==> config.mk <==
export PLATFORM = sky130hd
export DESIGN_NAME = overwrite_oldest_ring_fifo_core
export DESIGN_NICKNAME = d
export VERILOG_FILES = /design/src/hw/rtl/oofifo_pkg.sv /design/src/hw/rtl/oofifo_ram.sv /design/src/hw/rtl/oofifo_ctrl.sv /design/src/hw/rtl/oofifo_outreg.sv /design/src/hw/rtl/overwrite_oldest_ring_fifo_core.sv
export SDC_FILE = /design/constraint.sdc
export NUM_CORES = 1
export LEC_CHECK = 0
export BUFFER_PORTS_ARGS = -buffer_cell sky130_fd_sc_hd__clkbuf_2
export CAP_MARGIN = 20
export CORE_MARGIN = 1
export CORE_UTILIZATION = 40
export CTS_CLUSTER_DIAMETER = 50
export DETAILED_ROUTE_END_ITERATION = 6
export GPL_ROUTABILITY_DRIVEN = 0
export HOLD_SLACK_MARGIN = 0.12
export PLACE_DENSITY = 0.65
export REMOVE_ABC_BUFFERS = 1
export SYNTH_ARGS = -nofsm -noshare
export SYNTH_HDL_FRONTEND = slang
export SYNTH_SLANG_ARGS = --single-unit
==> constraint.sdc <==
create_clock -name clk -period 6.21 [get_ports clk]
set_input_delay 0.9315 -clock clk [delete_from_list [all_inputs] [get_ports clk]]
set_output_delay 0.9315 -clock clk [all_outputs]
set_load 0.1 [all_outputs]
==> src/hw/rtl/oofifo_pkg.sv <==
// Shared types, constants and a helper function for the overwrite-oldest ring FIFO.
`default_nettype none
package oofifo_pkg;

  localparam int QUEUE_SLOTS = 16;
  localparam int DATA_WIDTH  = 16;
  localparam int PTR_W       = $clog2(QUEUE_SLOTS);
  localparam int IO_DATA_W   = 16;
  localparam int COUNT_W     = 4;
  localparam int REQ_W       = 2;
  localparam int OUT_TDATA_W = ((IO_DATA_W + COUNT_W + 2 + 7) / 8) * 8;

  typedef logic [DATA_WIDTH-1:0] word_t;
  typedef logic [IO_DATA_W-1:0]  io_word_t;
  typedef logic [PTR_W-1:0]      ptr_t;
  typedef logic [COUNT_W-1:0]    count_t;
  typedef logic [REQ_W-1:0]      req_t;

  localparam req_t REQ_QUERY   = 2'd0;
  localparam req_t REQ_ENQUEUE = 2'd1;
  localparam req_t REQ_DEQUEUE = 2'd2;
  localparam req_t REQ_CLEAR   = 2'd3;

  typedef struct packed {
    logic   valid;
    count_t count;
    logic   is_empty;
    logic   dropped;
    logic   use_empty;
    logic   fwd;
    word_t  fwd_data;
  } pend_t;

  function automatic ptr_t next_slot(input ptr_t i);
    return (i == ptr_t'(QUEUE_SLOTS - 1)) ? '0 : ptr_t'(i + 1'b1);
  endfunction

endpackage
`default_nettype wire

==> src/hw/rtl/oofifo_ram.sv <==
// Generic single-write, single-read synchronous RAM with registered read data.
`default_nettype none
module oofifo_ram #(
  parameter int WIDTH = 16,
  parameter int DEPTH = 16
) (
  input  wire logic                     clk,
  input  wire logic                     we,
  input  wire logic [$clog2(DEPTH)-1:0] waddr,
  input  wire logic [WIDTH-1:0]         wdata,
  input  wire logic                     re,
  input  wire logic [$clog2(DEPTH)-1:0] raddr,
  output logic      [WIDTH-1:0]         rdata
);

  logic [WIDTH-1:0] mem_r [DEPTH];
  logic [WIDTH-1:0] rdata_r;

  always_ff @(posedge clk) begin
    if (we) begin
      mem_r[waddr] <= wdata;
    end
    if (re) begin
      rdata_r <= mem_r[raddr];
    end
  end

  assign rdata = rdata_r;

endmodule
`default_nettype wire

==> src/hw/rtl/oofifo_ctrl.sv <==
// Request decoder and pointer/count logic that issues the RAM accesses.
`default_nettype none
module oofifo_ctrl (
  input  wire logic                clk,
  input  wire logic                rst_n,
  input  wire logic                in_valid,
  input  wire oofifo_pkg::req_t    in_req,
  input  wire oofifo_pkg::word_t   in_word,
  input  wire logic                out_free,
  output logic                     in_ready,
  output logic                     ram_we,
  output oofifo_pkg::ptr_t         ram_waddr,
  output oofifo_pkg::word_t        ram_wdata,
  output logic                     ram_re,
  output oofifo_pkg::ptr_t         ram_raddr,
  output oofifo_pkg::pend_t        pend
);

  oofifo_pkg::ptr_t  front_r, front_nxt;
  oofifo_pkg::ptr_t  rear_r, rear_nxt;
  oofifo_pkg::ptr_t  cnt_r, cnt_nxt;
  oofifo_pkg::pend_t pend_r, pend_nxt;
  logic              accept;
  logic              full;
  logic              empty;
  logic              dropped;
  logic              deq_read;

  assign in_ready = !pend_r.valid && out_free;
  assign accept   = in_valid && in_ready;
  assign full     = (oofifo_pkg::next_slot(rear_r) == front_r);
  assign empty    = (front_r == rear_r);

  always_comb begin
    front_nxt = front_r;
    rear_nxt  = rear_r;
    cnt_nxt   = cnt_r;
    dropped   = 1'b0;
    deq_read  = 1'b0;
    ram_we    = 1'b0;
    unique case (in_req)
      oofifo_pkg::REQ_ENQUEUE: begin
        ram_we   = accept;
        rear_nxt = oofifo_pkg::next_slot(rear_r);
        if (full) begin
          front_nxt = oofifo_pkg::next_slot(front_r);
          dropped   = 1'b1;
        end else begin
          cnt_nxt = cnt_r + 1'b1;
        end
      end
      oofifo_pkg::REQ_DEQUEUE: begin
        if (!empty) begin
          front_nxt = oofifo_pkg::next_slot(front_r);
          cnt_nxt   = cnt_r - 1'b1;
          deq_read  = 1'b1;
        end
      end
      oofifo_pkg::REQ_CLEAR: begin
        front_nxt = '0;
        rear_nxt  = '0;
        cnt_nxt   = '0;
      end
      default: begin
      end
    endcase
  end

  assign ram_waddr = rear_nxt;
  assign ram_wdata = in_word;
  assign ram_re    = accept;
  assign ram_raddr = deq_read ? front_nxt : oofifo_pkg::next_slot(front_nxt);

  always_comb begin
    pend_nxt          = pend_r;
    pend_nxt.valid    = accept;
    if (accept) begin
      pend_nxt.count     = oofifo_pkg::count_t'(cnt_nxt);
      pend_nxt.is_empty  = (front_nxt == rear_nxt);
      pend_nxt.dropped   = dropped;
      pend_nxt.use_empty = !deq_read && (front_nxt == rear_nxt);
      pend_nxt.fwd       = ram_we && (ram_raddr == ram_waddr);
      pend_nxt.fwd_data  = in_word;
    end
  end

  always_ff @(posedge clk) begin
    if (!rst_n) begin
      front_r <= '0;
      rear_r  <= '0;
      cnt_r   <= '0;
      pend_r  <= '0;
    end else begin
      pend_r <= pend_nxt;
      if (accept) begin
        front_r <= front_nxt;
        rear_r  <= rear_nxt;
        cnt_r   <= cnt_nxt;
      end
    end
  end

  assign pend = pend_r;

endmodule
`default_nettype wire

==> src/hw/rtl/oofifo_outreg.sv <==
// Result output register with data selection and the empty-value register.
`default_nettype none
module oofifo_outreg (
  input  wire logic                                clk,
  input  wire logic                                rst_n,
  input  wire oofifo_pkg::pend_t                   pend,
  input  wire oofifo_pkg::word_t                   ram_rdata,
  input  wire logic                                cfg_wr_en,
  input  wire oofifo_pkg::io_word_t                cfg_wr_data,
  input  wire logic                                out_ready,
  output logic                                     out_valid,
  output logic [oofifo_pkg::OUT_TDATA_W-1:0]       out_data,
  output logic                                     out_free
);

  oofifo_pkg::word_t                   empty_val_r;
  logic                                out_valid_r;
  logic [oofifo_pkg::OUT_TDATA_W-1:0]  out_data_r;
  oofifo_pkg::word_t                   word_sel;

  always_comb begin
    if (pend.use_empty) begin
      word_sel = empty_val_r;
    end else if (pend.fwd) begin
      word_sel = pend.fwd_data;
    end else begin
      word_sel = ram_rdata;
    end
  end

  always_ff @(posedge clk) begin
    if (!rst_n) begin
      empty_val_r <= '0;
      out_valid_r <= 1'b0;
    end else begin
      if (cfg_wr_en) begin
        empty_val_r <= oofifo_pkg::word_t'(cfg_wr_data);
      end
      if (pend.valid) begin
        out_valid_r <= 1'b1;
      end else if (out_ready) begin
        out_valid_r <= 1'b0;
      end
    end
  end

  always_ff @(posedge clk) begin
    if (pend.valid) begin
      out_data_r <= oofifo_pkg::OUT_TDATA_W'({pend.dropped, pend.is_empty, pend.count,
                                              oofifo_pkg::io_word_t'(word_sel)});
    end
  end

  assign out_valid = out_valid_r;
  assign out_data  = out_data_r;
  assign out_free  = !out_valid_r || out_ready;

endmodule
`default_nettype wire

==> src/hw/rtl/overwrite_oldest_ring_fifo_core.sv <==
// Top level of the ring FIFO that overwrites its oldest word when full.
//
//  Channel  Direction  Signals                          Contents
//  in       slave      in_tvalid/in_tready/in_tuser     request kind; tdata = data_in
//  out      master     out_tvalid/out_tready/out_tdata  data_out, count, is_empty, dropped
//  cfg      write-only cfg_wr_en/cfg_wr_data            empty value
//
// Each request issues its RAM access on the accepting edge, and the registered read data is
// merged into the output register in the following cycle.
// A new request is taken only when no result is pending and the output register is free.
// A stalled output holds its transfer and blocks further requests until it is taken.
// Reset clears the pointers, the count and the empty value; the RAM is not cleared.
`default_nettype none
module overwrite_oldest_ring_fifo_core (
  input  wire logic                                clk,
  input  wire logic                                rst_n,
  input  wire logic                                in_tvalid,
  output logic                                     in_tready,
  input  wire logic [15:0]                         in_tdata,  // [15:0] data_in
  input  wire logic [1:0]                          in_tuser,  // [1:0] req_type
  output logic                                     out_tvalid,
  input  wire logic                                out_tready,
  // [15:0] data_out, [19:16] count, [20] is_empty, [21] dropped_oldest, [23:22] zero
  output logic [oofifo_pkg::OUT_TDATA_W-1:0]       out_tdata,
  input  wire logic                                cfg_wr_en,
  input  wire logic [15:0]                         cfg_wr_data
);

  logic              out_free;
  logic              ram_we;
  logic              ram_re;
  oofifo_pkg::ptr_t  ram_waddr;
  oofifo_pkg::ptr_t  ram_raddr;
  oofifo_pkg::word_t ram_wdata;
  oofifo_pkg::word_t ram_rdata;
  oofifo_pkg::pend_t pend;

  oofifo_ctrl u_ctrl (
    .clk       (clk),
    .rst_n     (rst_n),
    .in_valid  (in_tvalid),
    .in_req    (oofifo_pkg::req_t'(in_tuser)),
    .in_word   (oofifo_pkg::word_t'(in_tdata)),
    .out_free  (out_free),
    .in_ready  (in_tready),
    .ram_we    (ram_we),
    .ram_waddr (ram_waddr),
    .ram_wdata (ram_wdata),
    .ram_re    (ram_re),
    .ram_raddr (ram_raddr),
    .pend      (pend)
  );

  oofifo_ram #(
    .WIDTH (oofifo_pkg::DATA_WIDTH),
    .DEPTH (oofifo_pkg::QUEUE_SLOTS)
  ) u_ram (
    .clk   (clk),
    .we    (ram_we),
    .waddr (ram_waddr),
    .wdata (ram_wdata),
    .re    (ram_re),
    .raddr (ram_raddr),
    .rdata (ram_rdata)
  );

  oofifo_outreg u_outreg (
    .clk         (clk),
    .rst_n       (rst_n),
    .pend        (pend),
    .ram_rdata   (ram_rdata),
    .cfg_wr_en   (cfg_wr_en),
    .cfg_wr_data (oofifo_pkg::io_word_t'(cfg_wr_data)),
    .out_ready   (out_tready),
    .out_valid   (out_tvalid),
    .out_data    (out_tdata),
    .out_free    (out_free)
  );

endmodule
`default_nettype wire

==> impl_metrics.ini <==
[critical_path]
cp.arrival_ns = 4.63
worst_path_max_delay_cell = mux2i_4
critPathMaxFanout = 13
slowest_delay_ns = 0.64
cp.required_ns = 6.46
cp_cell_sequence = ha_1 -> a31oi_1 -> xnor2_1 -> nand3_4 -> o211a_1 -> a221oi_2 -> inv_2 -> ha_1 -> mux2i_4 -> buf_4 -> mux4_2 -> mux2i_1 -> mux2i_1
endpoint_kind = register
startpoint_type = register
r2r_cells = 13
critPathBufInv = 2
worstSetupPathType = reg -> reg
crit_family = multiplexers
crit_cells = 13
reg2reg_slack_ns = 1.82

[min_path]
holdPathStages = 0
hold_path_class = reg -> reg

[finish]
postLayoutCellArea_sq_um = 16100
num_antenna_cells = 0
area_growth_pct = 15.2
num-nets-final = 940
layout-drive-gt1-share = 0.251
mostFrequentLayoutCells = edfxtp_1 (294), mux2i_1 (82), nand2_1 (74)
utilization = 0.468
final_common_cell = edfxtp_1

[timing]
finalCritPeriodShare = 0.706
fmax_mhz = 228
rsz0062_at_grt = false
setup_viol = 0
min_period_ns = 4.39
hold_violations = 0
fin_tns_setup_ns = 0
worst_pin_slew_ns = 0.917
skew_ns = 0.0157
maxSlewViolCount = 0
holdWs_ns = 0.431
relSlewSlack = 0.389

[floorplanning]
coreArea_sq_um = 34500
dieArea_sq_um = 35700
rows = 68
initial_core_util = 0.406
die_w_um = 189
ios = 65
die_h_um = 189

[clocking]
cts.sinks = 344
ctsLongestPathBuffers = 3
post_cts_buffers = 0
clk_latency_ns = 0.52
numCtsBuffers = 39
tritoncts = built
cts-htree-levels = 2
hold_buffers = 0
cts.reportedPaths.clkPinSlew_ns = 0.05
cts_resized = 0
cts_root_buffer = clkbuf_16

[drt]
wire_per_inst_um = 22.0
dr.pass1.iters = 5
totalWireLength_mm = 30.4
drcViolationCount = 0
detail-route-antenna-nets = 0
post_drt_via_cell_ratio = 5.31
drt_iter0_drc = 624
num_vias = 7311

[grt]
groute.usage.overall = 0.172
grt_start_max_net_pins = 53
grt_overflow = 0
grt_pass1_wl_mm = 44.9
antenna_found_initial = 1
grt_pass1_vias = 7190

[synth]
syn_area_sq_um = 14000
synth_seq_cells = 344
yosys_warnings = 0
synthDistinctLibCells = 55
avgSynthCellArea_sq_um = 17.3
synth_edf_count = 294
synthArstFlopShare = 0
synthFlopType = edfxtp_1
seq_area_frac_synth = 0.703
postSynthCellCount = 808

[power]
p_per_area_nw_per_um2 = 343
vdd.ir_drop.worst_mv = 0.218
p_leak_nw = 5.43
total_power_mw = 5.53

[place]
io_buffer_count = 62
place_hpwl_mm = 17.3
placed_area_sq_um = 14900

[run_status]
outcome = finished clean

[job]
drv_cap = 0
## state kept, by name, indices dropped and copies added, names as in the netlist
name and count:
u_ctrl.rear_r 4, u_outreg.out_valid 1, u_ram.rdata 16, u_ctrl.pend 21
u_outreg.empty_val_r 16, u_outreg.out_data 22, u_ctrl.cnt_r 4, u_ctrl.front_r 4
u_ram.mem_r 256
## kinds of logic (layout without fill, tap and decap cells)
family	count (synthesis)	after routing	synth area share
AO/OA/AOI/OAI	83	83	0.0409
XOR/XNOR	18	18	0.0134
other	1	2	0.000268
adder cells (fa/ha/maj)	6	6	0.00591
AND/OR/NAND/NOR	154	154	0.0531
buffers and inverters	55	169	0.0196
flip-flops	344	344	0.703
multiplexers	147	147	0.164
## cell type report
class / instances / area, sq um
clock buffer: 56 / 1100
clock inverter: 13 / 83.8
fill: 2911 / 18300
inverter: 9 / 33.8
multi-input combinational: 410 / 3940
sequential: 344 / 9830
tap: 455 / 569
timing repair buffer: 91 / 553
## worst paths after layout
path                    start                    end
max          u_ctrl.rear_r[0]        u_ram.rdata[11]
min           u_ctrl.pend[18]  u_outreg.out_data[21]
max reg2reg  u_ctrl.rear_r[0]        u_ram.rdata[11]
min reg2reg   u_ctrl.pend[18]  u_outreg.out_data[21]
## report_power, final
| group | switching, mW | leakage, nW | internal (mW) | total, mW |
|---|---|---|---|---|
| Sequential | 0.0347 | 3.07 | 2.58 | 2.62 |
| Clock | 0.885 | 0.582 | 1.24 | 2.13 |
| Combinational | 0.434 | 1.78 | 0.351 | 0.784 |
| Total | 1.35 | 5.43 | 4.18 | 5.53 |
## Yosys cell counts, drive strengths merged (2+ instances only)
| master | count | area share |
|---|---|---|
| a221o | 2 | 0.0014 |
| xor2 | 3 | 0.0019 |
| xnor2 | 14 | 0.0098 |
| edfxtp | 294 | 0.63 |
| a21boi | 20 | 0.011 |
| dfxtp | 50 | 0.072 |
| a21oi | 13 | 0.0047 |
| o21ai | 27 | 0.0097 |
| a21o | 2 | 0.0011 |
| nor2 | 26 | 0.0075 |
| and3 | 4 | 0.0018 |
| buf | 23 | 0.011 |
| nor2b | 23 | 0.010 |
| o211a | 8 | 0.0057 |
| ha | 5 | 0.0045 |
| nand2b | 5 | 0.0022 |
| mux2i | 83 | 0.059 |
| o31ai | 2 | 0.0014 |
| nand3 | 9 | 0.0041 |
| nand2 | 74 | 0.020 |
| clkbuf | 23 | 0.0062 |
| nor3b | 3 | 0.0016 |
| inv | 8 | 0.0021 |
| mux4 | 64 | 0.10 |
| nand4 | 3 | 0.0018 |
## per-layer routing
| metal | global-route usage | vias to the layer above | share of wire |
|---|---|---|---|
| met4 | 0.0568 | 2 | 0.025 |
| met2 | 0.284 | 218 | 0.49 |
| met1 | 0.225 | 3713 | 0.43 |
| li1 | - | 3319 | - |
| met3 | 0.0369 | 59 | 0.061 |
| met5 | 0 | - | 0.00059 |
## through the flow
stage	worst slack, ns	instances
after floorplan	-3.01	763
after global placement	1.39	1309
after detailed placement	1.35	1309
after CTS	1.77	1378
after global routing	1.46	1378
final	1.82	1378
(Power assumes the default switching activity.)
